`src/design/fwbc_pkg.sv`:
```
// Shared types and constants for the FIFO write-back cache statistics block.
// Used by the controller, the datapath and the top level.
`timescale 1ns / 1ps

package fwbc_pkg;

    localparam int LC_W      = 9;   // line count register width
    localparam int SHIFT_W   = 3;   // block shift register width
    localparam int ADDR_W    = 16;  // address port width
    localparam int STAT_W    = 32;  // statistics counter width
    localparam int CFG_IDX_W = 1;
    localparam int CFG_DAT_W = 9;

    localparam logic [CFG_IDX_W-1:0] CFG_LINE_COUNT  = 1'd0;
    localparam logic [CFG_IDX_W-1:0] CFG_BLOCK_SHIFT = 1'd1;

    localparam logic KIND_READ  = 1'b0;
    localparam logic KIND_WRITE = 1'b1;

    localparam logic [LC_W-1:0]    LC_RESET    = 9'd256;
    localparam logic [SHIFT_W-1:0] SHIFT_RESET = 3'd0;

    // controller -> datapath
    typedef struct packed {
        logic start;   // latch the accepted word, begin a lookup
        logic scan;    // issue one tag read, compare the previous one
        logic update;  // commit the lookup and load the output register
    } t_cmd;

    // datapath -> controller
    typedef struct packed {
        logic found;     // compared line is a valid match
        logic miss_end;  // last line in use compared without a match
        logic out_free;  // output register can take a new word
    } t_stat;

endpackage

```
`src/design/fwbc_ctrl.sv`:
```
// Sequencing state machine for the cache lookup.
// Depends on fwbc_pkg for the command and status structs.
`timescale 1ns / 1ps

module fwbc_ctrl (
    input  logic            i_clk,
    input  logic            i_rst_n,
    input  logic            i_in_valid,
    output logic            o_in_ready,
    input  fwbc_pkg::t_stat i_stat,
    output fwbc_pkg::t_cmd  o_cmd
);
    import fwbc_pkg::*;

    localparam logic [1:0] ST_IDLE   = 2'd0;
    localparam logic [1:0] ST_SCAN   = 2'd1;
    localparam logic [1:0] ST_UPDATE = 2'd2;

    logic [1:0] r_state;
    logic [1:0] n_state;

    always_comb begin
        n_state      = r_state;
        o_cmd        = '0;
        o_in_ready   = 1'b0;
        unique case (r_state)
            ST_IDLE: begin
                o_in_ready = 1'b1;
                if (i_in_valid) begin
                    o_cmd.start = 1'b1;
                    n_state     = ST_SCAN;
                end
            end
            ST_SCAN: begin
                o_cmd.scan = 1'b1;
                if (i_stat.found || i_stat.miss_end) begin
                    n_state = ST_UPDATE;
                end
            end
            ST_UPDATE: begin
                if (i_stat.out_free) begin
                    o_cmd.update = 1'b1;
                    n_state      = ST_IDLE;
                end
            end
            default: begin
                n_state = ST_IDLE;
            end
        endcase
    end

    always_ff @(posedge i_clk) begin
        if (!i_rst_n) begin
            r_state <= ST_IDLE;
        end else begin
            r_state <= n_state;
        end
    end

endmodule

```
`config.mk`:
```
export PLATFORM = sky130hd
export DESIGN_NAME = fwbc_ctrl
export DESIGN_NICKNAME = d
export VERILOG_FILES = /design/src/design/fwbc_pkg.sv /design/src/design/fwbc_ctrl.sv
export SDC_FILE = /design/constraint.sdc
export NUM_CORES = 1
export LEC_CHECK = 0
export BUFFER_PORTS_ARGS = -buffer_cell sky130_fd_sc_hd__buf_2
export CAP_MARGIN = 20
export CORE_AREA = 2 2 39 41
export CTS_CLUSTER_DIAMETER = 30
export DETAILED_ROUTE_END_ITERATION = 7
export DIE_AREA = 0 0 41 43
export MAX_ROUTING_LAYER = met4
export SLEW_MARGIN = 15
export SYNTH_ARGS = -nofsm -noshare
export SYNTH_HDL_FRONTEND = slang
export SYNTH_SLANG_ARGS = --single-unit
export TNS_END_PERCENT = 1
```
`constraint.sdc`:
```
create_clock -name i_clk -period 2.27 [get_ports i_clk]
set_input_delay 0.1135 -clock i_clk [delete_from_list [all_inputs] [get_ports i_clk]]
set_output_delay 0.1135 -clock i_clk [all_outputs]
set_load 0.01 [all_outputs]
```
==> impl_metrics.toml, run 1 <==
[cts]
cts-htree-levels = 1
worst_skew_pair.late_latency_ps = 220
hold_buffers = 0
clock_path_buffers = 2
clock-sinks = 2
postCtsSetupRepairBufs = 0
cts_buffers = 3
cts_tree = "done"
cts_resized = 0
ctsRootBufferMaster = "clkbuf_4"
clk_pin_slew_ps = 30

[grt]
met1_usage_pct = 1.587
use_met2_pct = 5.625
use_met3_pct = 1.571
top_usage_layer = "met4"
grt_pass1_vias = 117
grt_pass1_wl_um = 379
grt_overflow = 0
antenna_found_initial = 0
track_usage_pct = 4.508
grt_max_degree = 6

[power_and_ir_drop]
seq_power_share_pct = 28.8
power_uw = 143.8
pwr-share-comb_pct = 15.7
clkPwrFrac_pct = 55.5
vdd_drop_max_uv = 101.3
p_switching_uw = 34.14
powerDensity_mw_per_mm2 = 709.3
p_int_uw = 109.6
leakage_uw = 0.00009745
switching_share_pct = 23.75

[critical_path]
r2r_slack_ps = 1370
end_kind = "output port"
cp-endpoint = "o_cmd[2]"
start_kind = "flip-flop"
worstPathArrival_ps = 990
r2r_cells = 3
critical_path_required_ps = 2160
r2r-start = "r_state[0]$_SDFFE_PN0P_"
critPathLaunch = "r_state[1]$_SDFFE_PN0P_"
r2r_end = "r_state[1]$_SDFFE_PN0P_"
critPathKind = "reg2out"
path_max_fanout = 5

[placed_design]
place_inst = 38
place_ws_ps = 1364
portBuffers = 9
place_congestion = 0.4185
place_hpwl_um = 212.8

[floorplan]
num_rows = 14
die_area_mm2 = 0.001763
die_h_um = 43
pin_count = 10
die_x_um = 41
core_region_area_mm2 = 0.001384
initial_core_util_pct = 8.318

[sta]
setup_slack_ps = 1165
rsz0062_at_grt = "no"
setup_viol_count_final = 0
maxSlewHeadroom_pct = 85.75
tns_ps = 0
finalCritPeriodShare_pct = 48.67
skew_ps = 0.2098
fin_hold_ws_ps = 112.2
hold_viol_final = 0
fin_crit_ps = 1105
tightest_slew_ps = 213.5
slew_violations = 0
clock.fmax_mhz = 905.2

[routing]
drc = 0
vias = 134
wl_um = 285
first_pass_iters = 1
drt_iter0_markers = 0
ant_nets = 0
wl_per_cell_um = 6.951
viasPerCell = 3.268

[layout]
final_common_cell = "buf_2"
nets = 33
largest_register_ffs = 2
antenna_cells = 0
regMostFlops = "r_state"
reg_top3 = "r_state x2"
drive_above_1_share_pct = 52.00
nFillCells = 162
stdcell_count = 41
final_cell_mix = "9 x buf_2, 3 x nor2_1, 3 x clkbuf_4"
syn2layout_area_growth_pct = 76.09

[logic_synthesis]
syn_inst = 13
ys_types = 9
synth_warnings = 0
synth.avg_cell_area_um2 = 8.855
synth_area_leaders = "dfxtp_1 35%, nor3b_1 13%, nor2b_4 12%"
ys_ff_latch = 2
synth_fp_nets = 19
yosysTopAreaCellShare_pct = 34.78
synth_area_um2 = 115.1
seq_area_frac_synth_pct = 34.78
yosysTopAreaCell = "dfxtp_1"

[outcome]
status = "finished, final reports clean"

[hold_path]
hold_path_class = "in2reg"

[job]
maxCapViolCount = 0
worst max-delay path, cell delays in order (launching register included):
cell	delay, ps
dfxtp_1	420
nor2_1	70
and2_1	150
buf_2	130
cell type report:
class	instances	area, um2	share of cell area, %
Sequential cell	2	40.04	19.75
Timing Repair Buffer	9	45.04	22.22
Clock buffer	3	22.52	11.11
Multi-Input combinational cell	11	75.07	37.04
Tap cell	16	20.02	9.877
Yosys cell counts:
cell / number
and2_1: 1
and2b_1: 1
dfxtp_1: 2
mux2i_1: 1
nand2_1: 1
nor2_1: 3
nor2b_4: 1
nor3b_1: 2
o21a_1: 1
power groups by stage:
stage / registers [uW] / clock network (uW) / logic [uW]
CTS: 41.5 / 86.0 / 23.1
global placement: 41.7 / 0 / 23.0
floorplan: 41.1 / 0 / 13.0
finish: 41.4 / 79.7 / 22.6
global route: 41.7 / 86.2 / 26.3
detailed placement: 41.9 / 0 / 23.2
metrics by stage:
| step | utilization, % | cell area [um2] |
|---|---|---|
| CTS | 14.65 | 202.7 |
| finish | 14.65 | 202.7 |
| detailed placement | 13.02 | 180.2 |
| global placement | 13.02 | 180.2 |
| global route | 14.65 | 202.7 |
| floorplan | - | 115.1 |
logic make-up (layout without fill, tap and decap cells):
kind of cell,Yosys count,count (layout),share of synthesized area (%)
and+or+nand+nor,9,9,50.00
DFF,2,2,34.78
AOI/OAI and AO/OA,1,1,6.524
muxes,1,1,8.696
buffers and inverters,0,12,0
metal layers:
metal  wire length [um]  vias to the layer above
met5                  0                        -
met4                 19                        0
met3                 28                        2
met2                150                        8
met1                 87                       55
li1                   -                       69
how the worst min path moves through the flow:
stage | startpoint | end | cells past startpoint
after floorplan | i_rst_n | r_state[1]$_SDFFE_PN0P_ | 1
after detailed placement | i_rst_n | r_state[1]$_SDFFE_PN0P_ | 2
after CTS | i_rst_n | r_state[1]$_SDFFE_PN0P_ | 2
after global placement | i_rst_n | r_state[1]$_SDFFE_PN0P_ | 2
final | i_rst_n | r_state[1]$_SDFFE_PN0P_ | 2
after global routing | i_rst_n | r_state[1]$_SDFFE_PN0P_ | 2
Power figures use the tool's default switching activity.
==> run 2: changes to the inputs <==
==> constraint.sdc (replaced) <==
create_clock -name i_clk -period 0.9 [get_ports i_clk]
set_input_delay 0.045 -clock i_clk [delete_from_list [all_inputs] [get_ports i_clk]]
set_output_delay 0.045 -clock i_clk [all_outputs]
set_load 0.01 [all_outputs]
==> run 2 against run 1 <==
Via count is 9.7% higher. Critical endpoint unchanged. Global-route usage is 0.098 points lower. Cell count is 2.4% higher. Highest routed layer unchanged. Non-clock buffer count is 1 higher. Combinational power grew to 3.7 times the previous value. Power grew to 2.7 times the previous value. The flow now finishes with violations (setup timing).
==> impl_metrics.toml, run 2 (synthesized netlist as in run 1, its figures left out) <==
[routing]
drc = 0
wl_um = 292
first_pass_iters = 2
drt_iter0_markers = 1
ant_nets = 0
wl_per_cell_um = 6.952
viasPerCell = 3.500
vias = 147

[floorplan]
num_rows = 14
initial_core_util_pct = 8.318
core_region_area_mm2 = 0.001384
die_h_um = 43
die_x_um = 41
pin_count = 10
die_area_mm2 = 0.001763

[layout]
syn2layout_area_growth_pct = 114.1
nFillCells = 153
nets = 34
reg_top3 = "r_state x2"
fin_util_pct = 17.81
final_cell_mix = "7 x buf_2, 3 x clkbuf_4, 3 x buf_6"
largest_register_ffs = 2
final_common_cell = "buf_2"
drive_above_1_share_pct = 73.08
antenna_cells = 0
regMostFlops = "r_state"

[critical_path]
cpPeakStageDelay_ps = 360
crit_buf_inv = 1
end_kind = "output port"
worstPathArrival_ps = 900
crit_chain = "nor2_4 > and2_4 > buf_6"
critical_path_required_ps = 850
crit_family = "flip-flops"
start_kind = "flip-flop"
path_max_fanout = 5
critPathKind = "reg2out"
slowest_stage = "dfxtp_4"

[power_and_ir_drop]
powerDensity_mw_per_mm2 = 1550
vdd_drop_max_uv = 214.8
p_int_uw = 294.9
p_switching_uw = 87.20
switching_share_pct = 22.82
clkPwrFrac_pct = 50.6
pwr-share-comb_pct = 21.8
leakage_uw = 0.0001109
seq_power_share_pct = 27.6

[sta]
hold_viol_final = 0
fin_crit_ps = 946.5
rsz0062_at_grt = "yes"
clock.fmax_mhz = 1056
fin_hold_ws_ps = 57.96
setup_slack_ps = -46.54
finalCritPeriodShare_pct = 105.2
maxSlewHeadroom_pct = 89.24
tightest_slew_ps = 161.1
skew_ps = 1.021
slew_violations = 0
setup_viol_count_final = 3

[placed_design]
place_congestion = 0.4230
portBuffers = 9

[hold_path]
hold_path_class = "in2reg"

[cts]
clock_path_buffers = 2
worst_skew_pair.late_latency_ps = 220
cts_tree = "done"
clock-sinks = 2
cts_buffers = 3
clk_pin_slew_ps = 30
hold_buffers = 0
cts-htree-levels = 1
ctsRootBufferMaster = "clkbuf_4"
postCtsSetupRepairBufs = 0

[outcome]
violations = "setup timing"
status = "complete, but fails checks"

[grt]
grt_overflow = 0
grt_pass1_wl_um = 386
grt_max_degree = 6
track_usage_pct = 4.410
antenna_found_initial = 0
grt_pass1_vias = 115

[job]
maxCapViolCount = 0
-- run 2: cell types whose count changed in the layout (fill, tap and decap cells not counted), sizes merged --
cell / before / now
buf: 9 / 10
-- run 2: layout make-up --
type | count | area [um2] | share of cell area [%]
clock buffers | 3 | 22.52 | 9.137
well taps | 16 | 20.02 | 8.122
multi-input cells | 11 | 87.58 | 35.53
repair buffers | 10 | 68.82 | 27.92
flip-flops and latches | 2 | 47.55 | 19.29
-- run 2: path summary, 6_finish.rpt --
check	start	end	slack (ps)	cells past startpoint
hold / removal	i_rst_n	r_state[1]$_SDFFE_PN0P_	60	2
hold reg to reg	r_state[1]$_SDFFE_PN0P_	r_state[0]$_SDFFE_PN0P_	480	1
setup reg to reg	r_state[0]$_SDFFE_PN0P_	r_state[1]$_SDFFE_PN0P_	-10	3
setup / recovery	r_state[1]$_SDFFE_PN0P_	o_cmd[2]	-50	3
-- run 2: repair_timing --
| action | 4_1_cts | 5_1_grt |
|---|---|---|
| endpoints found under the setup margin | 4 | 4 |
| gates resized for setup | 5 | 7 |
| pin swaps | 1 | 2 |
-- run 2: metrics by stage --
step / power [uW] / instances / cell area [um2] / setup slack, ps / TNS, ps
after global placement: 168.4 / 39 / 187.7 / 13.94 / 0
after floorplan: 136.3 / 13 / 115.1 / 23.86 / 0
final: 382.1 / 42 / 246.5 / -46.54 / -78.80
after CTS: 383.2 / 42 / 224.0 / -54.03 / -93.66
after detailed placement: 168.6 / 39 / 187.7 / 7.860 / 0
after global routing: 407.4 / 42 / 246.5 / -90.02 / -227.1
-- run 2: power groups by stage --
stage	Sequential, uW	Combinational, uW	Clock (uW)
5_1_grt	107	92.5	208
3_5_place_dp	105	64.1	0
4_1_cts	104	70.1	209
2_1_floorplan	104	32.7	0
3_3_place_gp	104	64.0	0
6_report	105	83.3	193
-- run 2: metal layers --
metal | track usage (%) | wire (um)
met2 | 4.688 | 151
met4 | 10.00 | 20
met1 | 2.229 | 97
met3 | 3.141 | 22
met5 | - | 0
==> run 3: changes to the inputs <==
--- a/config.mk
+++ b/config.mk
@@ -11,6 +11,7 @@
 export CTS_CLUSTER_DIAMETER = 30
 export DETAILED_ROUTE_END_ITERATION = 7
 export DIE_AREA = 0 0 41 43
+export GPL_TIMING_DRIVEN = 0
 export MAX_ROUTING_LAYER = met4
 export SLEW_MARGIN = 15
 export SYNTH_ARGS = -nofsm -noshare
==> run 3 against run 2 <==
The flow still finishes with violations (setup timing). Power down 1.9%. Global-route usage rose by 0.21 points. Hold slack got worse by 14 ps.
==> impl_metrics.toml, run 3 (synthesized netlist as in run 1, its figures left out) <==
[sta]
clock.fmax_mhz = 1051
setup_slack_ps = -51.42
finalCritPeriodShare_pct = 105.7
slew_violations = 0
skew_ps = 0.01212
rsz0062_at_grt = "yes"
fin_crit_ps = 951.4
tightest_slew_ps = 119.6
setup_viol_count_final = 1
hold_viol_final = 0
maxSlewHeadroom_pct = 91.80
tns_ps = -51.42

[cts]
clock_path_buffers = 2
cts-htree-levels = 1
hold_buffers = 0
clk_pin_slew_ps = 30
cts_tree = "done"
worst_skew_pair.late_latency_ps = 220
cts_buffers = 3
postCtsSetupRepairBufs = 0
ctsRootBufferMaster = "clkbuf_4"
clock-sinks = 2

[grt]
grt_pass1_wl_um = 372
grt_pass1_vias = 101
grt_max_degree = 6
antenna_found_initial = 0
grt_overflow = 0
track_usage_pct = 4.615

[routing]
drc = 0
wl_um = 291
viasPerCell = 3.244
drt_iter0_markers = 0
wl_met3_um = 26
first_pass_iters = 1
dr_wl_met2_um = 148
highest_layer = "met4"
ant_nets = 0
wl_per_cell_um = 7.098
met1Wirelength_um = 96
vias = 133

[critical_path]
slowest_stage = "dfxtp_4"
crit_buf_inv = 1
crit_chain = "nor2_4 > and2_4 > buf_6"
critical_path_required_ps = 850
start_kind = "flip-flop"
critical_path_cell_count = 3
r2r_cells = 3
worstPathArrival_ps = 910
end_kind = "output port"
path_max_fanout = 5
crit_family = "flip-flops"
cpPeakStageDelay_ps = 360
critPathKind = "reg2out"

[layout]
regMostFlops = "r_state"
syn2layout_area_growth_pct = 102.2
final_common_cell = "buf_2"
reg_top3 = "r_state x2"
antenna_cells = 0
drive_above_1_share_pct = 68.00
nets = 33
largest_register_ffs = 2
final_cell_mix = "7 x buf_2, 3 x clkbuf_4"
stdcell_count = 41

[placed_design]
place_inst = 38
place_congestion = 0.4181
portBuffers = 9

[floorplan]
die_area_mm2 = 0.001763
initial_core_util_pct = 8.318
num_rows = 14
core_region_area_mm2 = 0.001384
die_h_um = 43
die_x_um = 41
pin_count = 10

[power_and_ir_drop]
seq_power_share_pct = 28.1
p_int_uw = 288.9
powerDensity_mw_per_mm2 = 1610
leakage_uw = 0.0001063
clkPwrFrac_pct = 52.0
vdd_drop_max_uv = 188.8
pwr-share-comb_pct = 19.9
p_switching_uw = 85.88
switching_share_pct = 22.92

[job]
maxCapViolCount = 0

[outcome]
violations = "setup timing"
status = "complete, but fails checks"

[hold_path]
hold_path_class = "in2reg"
hold_depth = 2
[run 3: through the flow]
stage	power (uW)	cell area (um2)	setup slack [ps]	utilization (%)	hold WS, ps
after floorplan	136.3	115.1	23.86	-	162.5
after global placement	163.0	180.2	-0.07838	13.02	270.7
after detailed placement	163.6	180.2	-4.549	13.02	269.3
after CTS	378.7	210.2	-68.47	15.19	30.68
after global routing	415.1	232.7	-108.1	16.82	44.54
final	374.8	232.7	-51.42	16.82	43.80
[run 3: cell type report]
cell class	count	area [um2]
multi-input cells	11	85.08
repair buffers	9	57.56
fillers	166	1151
flip-flops and latches	2	47.55
well taps	16	20.02
clock buffers	3	22.52
[run 3: power by group through the flow]
| stage | clock network, uW | registers (uW) | logic [uW] |
|---|---|---|---|
| after floorplan | 0 | 104 | 32.7 |
| after global placement | 0 | 105 | 57.9 |
| after detailed placement | 0 | 105 | 58.4 |
| after CTS | 215 | 105 | 59.5 |
| after global routing | 224 | 106 | 84.7 |
| final | 195 | 105 | 74.7 |
[run 3: worst paths after layout]
kind / from / to / slack (ps)
worst max-delay path: r_state[1]$_SDFFE_PN0P_ / o_cmd[2] / -50
worst min register to register: r_state[1]$_SDFFE_PN0P_ / r_state[0]$_SDFFE_PN0P_ / 470
worst max register to register: r_state[0]$_SDFFE_PN0P_ / r_state[1]$_SDFFE_PN0P_ / 0
worst min-delay path: i_rst_n / r_state[1]$_SDFFE_PN0P_ / 40
[run 3: repair_timing]
item / in CTS / in global routing
gates resized for setup: 4 / 6
pin swaps: 0 / 2
endpoints found under the setup margin: 5 / 4
[run 3: metal layers]
| metal | global-route usage (%) | vias up |
|---|---|---|
| met3 | 4.712 | 2 |
| met4 | 10.00 | 0 |
| li1 | - | 69 |
| met1 | 1.911 | 54 |
| met5 | - | - |
| met2 | 4.688 | 8 |
